$ cat config.mk
export PLATFORM = sky130hd
export DESIGN_NAME = tmb_ctrl
export DESIGN_NICKNAME = d
export VERILOG_FILES = /design/src/rtl/tmb_pkg.sv /design/src/rtl/tmb_ctrl.sv
export SDC_FILE = /design/constraint.sdc
export NUM_CORES = 1
export LEC_CHECK = 0
export ABC_AREA = 1
export ABC_CLOCK_PERIOD_IN_PS = 1100
export BUFFER_PORTS_ARGS = -buffer_cell sky130_fd_sc_hd__buf_2
export CAP_MARGIN = 20
export CORE_AREA = 2 2 39 41
export CTS_BUF_LIST = sky130_fd_sc_hd__clkbuf_8
export DETAILED_ROUTE_END_ITERATION = 6
export DIE_AREA = 0 0 41 43
export HOLD_SLACK_MARGIN = 0.03
export PLACE_DENSITY = 0.3
export REMOVE_ABC_BUFFERS = 1
export SLEW_MARGIN = 20
export SYNTH_ARGS = -nofsm -noshare
export SYNTH_HDL_FRONTEND = slang
export SYNTH_SLANG_ARGS = --single-unit
$ cat constraint.sdc
create_clock -name clk -period 1.1 [get_ports clk]
set_input_delay 0.11 -clock clk [delete_from_list [all_inputs] [get_ports clk]]
set_output_delay 0.11 -clock clk [all_outputs]
set_load 0.02 [all_outputs]
$ cat src/rtl/tmb_pkg.sv
package tmb_pkg;

	// Geometry of the block
	localparam int PIXEL_COUNT = 1024;
	localparam int CHANNELS    = 3;
	localparam int COUNT_BITS  = 8;

	// Fixed field widths
	localparam int PIX_BITS    = 10;
	localparam int CH_BITS     = 2;
	localparam int SAMPLE_BITS = 8;

	// Derived store sizes
	localparam int LOC_COUNT     = PIXEL_COUNT * CHANNELS;
	localparam int LOC_BITS      = (LOC_COUNT > 1) ? $clog2(LOC_COUNT) : 1;
	localparam int BIN_DEPTH     = LOC_COUNT * (2 ** SAMPLE_BITS);
	localparam int BIN_ADDR_BITS = LOC_BITS + SAMPLE_BITS;

	localparam logic [COUNT_BITS-1:0] COUNT_MAX = {COUNT_BITS{1'b1}};

	// Controller states
	typedef enum logic [1:0] {
		ST_CLEAR,
		ST_IDLE,
		ST_FETCH,
		ST_UPDATE
	} tmb_state_t;

	// Commands from controller to datapath
	typedef struct packed {
		logic clr_step;
		logic accept;
		logic fetch;
		logic update;
	} tmb_cmd_t;

	// Status from datapath to controller
	typedef struct packed {
		logic clear_last;
	} tmb_stat_t;

endpackage

$ cat src/rtl/tmb_ctrl.sv
// Sequencer: clearing pass, then accept / fetch / update per item
module tmb_ctrl import tmb_pkg::*; (
	input  logic      clk,
	input  logic      arst_n,
	input  logic      start,
	input  tmb_stat_t stat,
	output tmb_cmd_t  cmd,
	output logic      busy
);

	tmb_state_t state_q, state_d;

	// State register
	always_ff @(posedge clk or negedge arst_n) begin
		if (!arst_n) begin
			state_q <= ST_CLEAR;
		end else begin
			state_q <= state_d;
		end
	end

	// Next state and commands
	always_comb begin
		state_d = state_q;
		cmd     = '0;
		busy    = 1'b1;
		case (state_q)
			ST_CLEAR: begin
				cmd.clr_step = 1'b1;
				if (stat.clear_last) begin
					state_d = ST_IDLE;
				end
			end
			ST_IDLE: begin
				busy = 1'b0;
				if (start) begin
					cmd.accept = 1'b1;
					state_d    = ST_FETCH;
				end
			end
			ST_FETCH: begin
				cmd.fetch = 1'b1;
				state_d   = ST_UPDATE;
			end
			ST_UPDATE: begin
				cmd.update = 1'b1;
				state_d    = ST_IDLE;
			end
			default: begin
				state_d = ST_CLEAR;
			end
		endcase
	end

endmodule

==> run_results.csv <==
group,metric,value,unit
timing,relSlewSlack,0.915,
critical_path,path_cells,"ha_4, nand2_2, inv_2, buf_6",
synth,synthTopCellsByCount,"7 x nand2_1, 6 x inv_1, 4 x ha_1",
synth,synth_flop_cell,"dfrtp_1",
pwr,power_density,3240,mW/mm^2
critical_path,start_kind,"flop",
clock_tree,cts_sinks,2,
synth,synth_cells,22,
timing,setup_ws,-0.0371,ns
pwr,cellLeakagePower,0.183,nW
layout,ff_latch_area,51.3,sq um
timing,rsz0062_at_grt,"true",
route,vias,172,
timing,hold_slack,0.220,ns
route,avgRoutedWirePerCell,6.92,microns
layout,top_register,"state_q",
pwr,combPwrFrac,0.600,
layout,num-fill-cells,162,
grt,track_usage,0.0422,
synth,yosysMostFrequentCell,"nand2_1",
clock_tree,cts_buffer_depth,2,
grt,grt_pass1_wl,517,microns
synth,syn-mean-instance-area,7.56,sq um
synth,yosysTopAreaCell,"dfrtp_1",
floorplan,start_util,0.120,
pwr,p_clk_frac,0.253,
floorplan,die_h,43,microns
floorplan,pin_count,9,
pwr,switching_share,0.389,
clock_tree,numCtsBuffers,3,
floorplan,die_area,0.00176,sq mm
pwr,pwr-share-seq,0.148,
timing,max_freq,0.879,GHz
timing,setup_viol,5,
grt,overflow,0,
critical_path,cp.required,0.99,ns
floorplan,core_area,0.00138,sq mm
critical_path,path_class,"reg2out",
grt,antenna_found_initial,0,
critical_path,critPathSlowestCell,"dfrtp_2",
layout,nNetsFinal,45,
timing,fin_crit,1.14,ns
timing,period_share,1.03,
layout,drive_above_1_share,0.629,
route,ant_nets,0,
critical_path,endpoint_kind,"primary output",
clock_tree,cts_tree,"done",
floorplan,num_rows,14,
synth,yosys.area.top_type_share,0.301,
placed_design,pre_cts_slack,0.0126,ns
synth,ys_warn_count,0,
layout,largest_reg_flops,2,
synth,synth-seq-area-share,0.301,
pwr,p_switching,0.000430,W
layout,largestRegisters,"state_q (2)",
clock_tree,clk_pin_slew,0.03,ns
placed_design,io_buffers,8,
pwr,peakVddDrop,0.627,mV
timing,finalMaxSlewViolations,0,
run_status,violations,"negative setup slack",
layout,antennaDiodeCount,0,
synth,synthArstFlopShare,1.00,
clock_tree,cts_root_buf,"clkbuf_8",
synth,syn_area,166,sq um
route,first_pass_iters,2,
timing,finalHoldViolations,0,
route,drc,0,
placed_design,dp_hpwl,293,microns
timing,fin_skew,0.00166,ns
critical_path,arrival,1.03,ns
route,drtIter0Drc,3,
route,vias_per_cell,3.37,
timing,setup_tns,-0.110,ns
run,drv_cap,0,
floorplan,die_x,41,microns
grt,grt_max_degree,5,
synth,synth_edf_count,0,
clock_tree,worstSkewPairLatency,0.20,ns
synth,synth_cell_types,6,
critical_path,slowest_delay,0.43,ns
pwr,power.internal,0.000675,W
critical_path,path_max_fanout,4,
critical_path,reg2regPathDepth,6,
timing,tightest_slew,0.127,ns
grt,grt_pass1_vias,163,
worst_hold_path,hp-class,"in2async",
layout,multi_input_area,114,sq um
run_status,status,"finished, violations left",
route,wl,353,microns
synth,synth.area.top_cells,"dfrtp_1 30%, ha_1 30%, nand2_1 16%",
layout,syn_to_final_growth,105,%
clock_tree,cts.htree.levels,1,
synth,synth-seq-cells,2,
placed_design,routabilityCongestion,0.628,
-- layer usage --
layer,global-route usage,up-vias,wire length (microns)
li1,-,89,-
met1,0.0450,79,126
met2,0.0688,4,207
met3,0,0,18
met4,0.0400,0,0
met5,0,-,0
-- what timing repair did --
item / CTS / global route
setup endpoints to repair: 5 / 7
pin swaps: 1 / 0
endpoints found under the hold margin: 2 / 0
setup buffers: 0 / 0
resized for setup: 20 / 0
hold buffers: 1 / 0
-- worst max-delay path: cells and delay by family (launching register included) --
kind / cells / cell delay, ns
flip-flops: 1 / 0.43
adder cells (fa/ha/maj): 1 / 0.18
buffers and inverters: 2 / 0.15
AND/OR/NAND/NOR: 1 / 0.06
-- logic make-up (layout without fill, tap and decap cells) --
family,after synthesis,after routing,synth area share
adder cells (fa/ha/maj),4,4,0.301
buffers and inverters,6,19,0.135
flip-flops,2,2,0.301
AND/OR/NAND/NOR,10,10,0.263
-- placed cells by master, fill, tap and decap left out, drive strengths merged --
cell type	count
dlygate4sd3	1
ha	4
nand2	9
buf	9
clkbuf	3
nand3	1
inv	6
dfrtp	2
-- final timing paths --
check                                       start                endpoint  slack, ns
max reg2reg                state_q[0]$_DFFE_PN0P_  state_q[0]$_DFFE_PN0P_       0.01
min reg2reg                state_q[0]$_DFFE_PN0P_  state_q[0]$_DFFE_PN0P_       0.56
max                        state_q[0]$_DFFE_PN0P_                  cmd[2]      -0.04
min                                        arst_n  state_q[1]$_DFFE_PN0P_       0.22
max in group asynchronous                  arst_n  state_q[0]$_DFFE_PN0P_       0.77
min in group clk                             stat  state_q[0]$_DFFE_PN0P_       0.28
-- through the flow --
step,util,cell area (sq um),instances,total power (W)
floorplan,-,166,22,0.000486
global placement,0.169,234,47,0.000630
detailed placement,0.169,234,47,0.000629
CTS,0.247,342,51,0.00113
global route,0.247,342,51,0.00119
finish,0.247,342,51,0.00111
-- area by class of cell --
class	instances	area share
Clock buffer	3	0.121
Inverter	6	0.0659
Multi-Input combinational cell	14	0.333
Sequential cell	2	0.150
Tap cell	16	0.0586
Timing Repair Buffer	10	0.271
-- power groups by stage --
stage	combinational, W	clock, W	sequential, W
floorplan	0.000341	0	0.000145
global placement	0.000485	0	0.000145
detailed placement	0.000485	0	0.000144
CTS	0.000674	0.000288	0.000164
global route	0.000725	0.000292	0.000169
finish	0.000663	0.000280	0.000163
(Power assumes the default switching activity.)
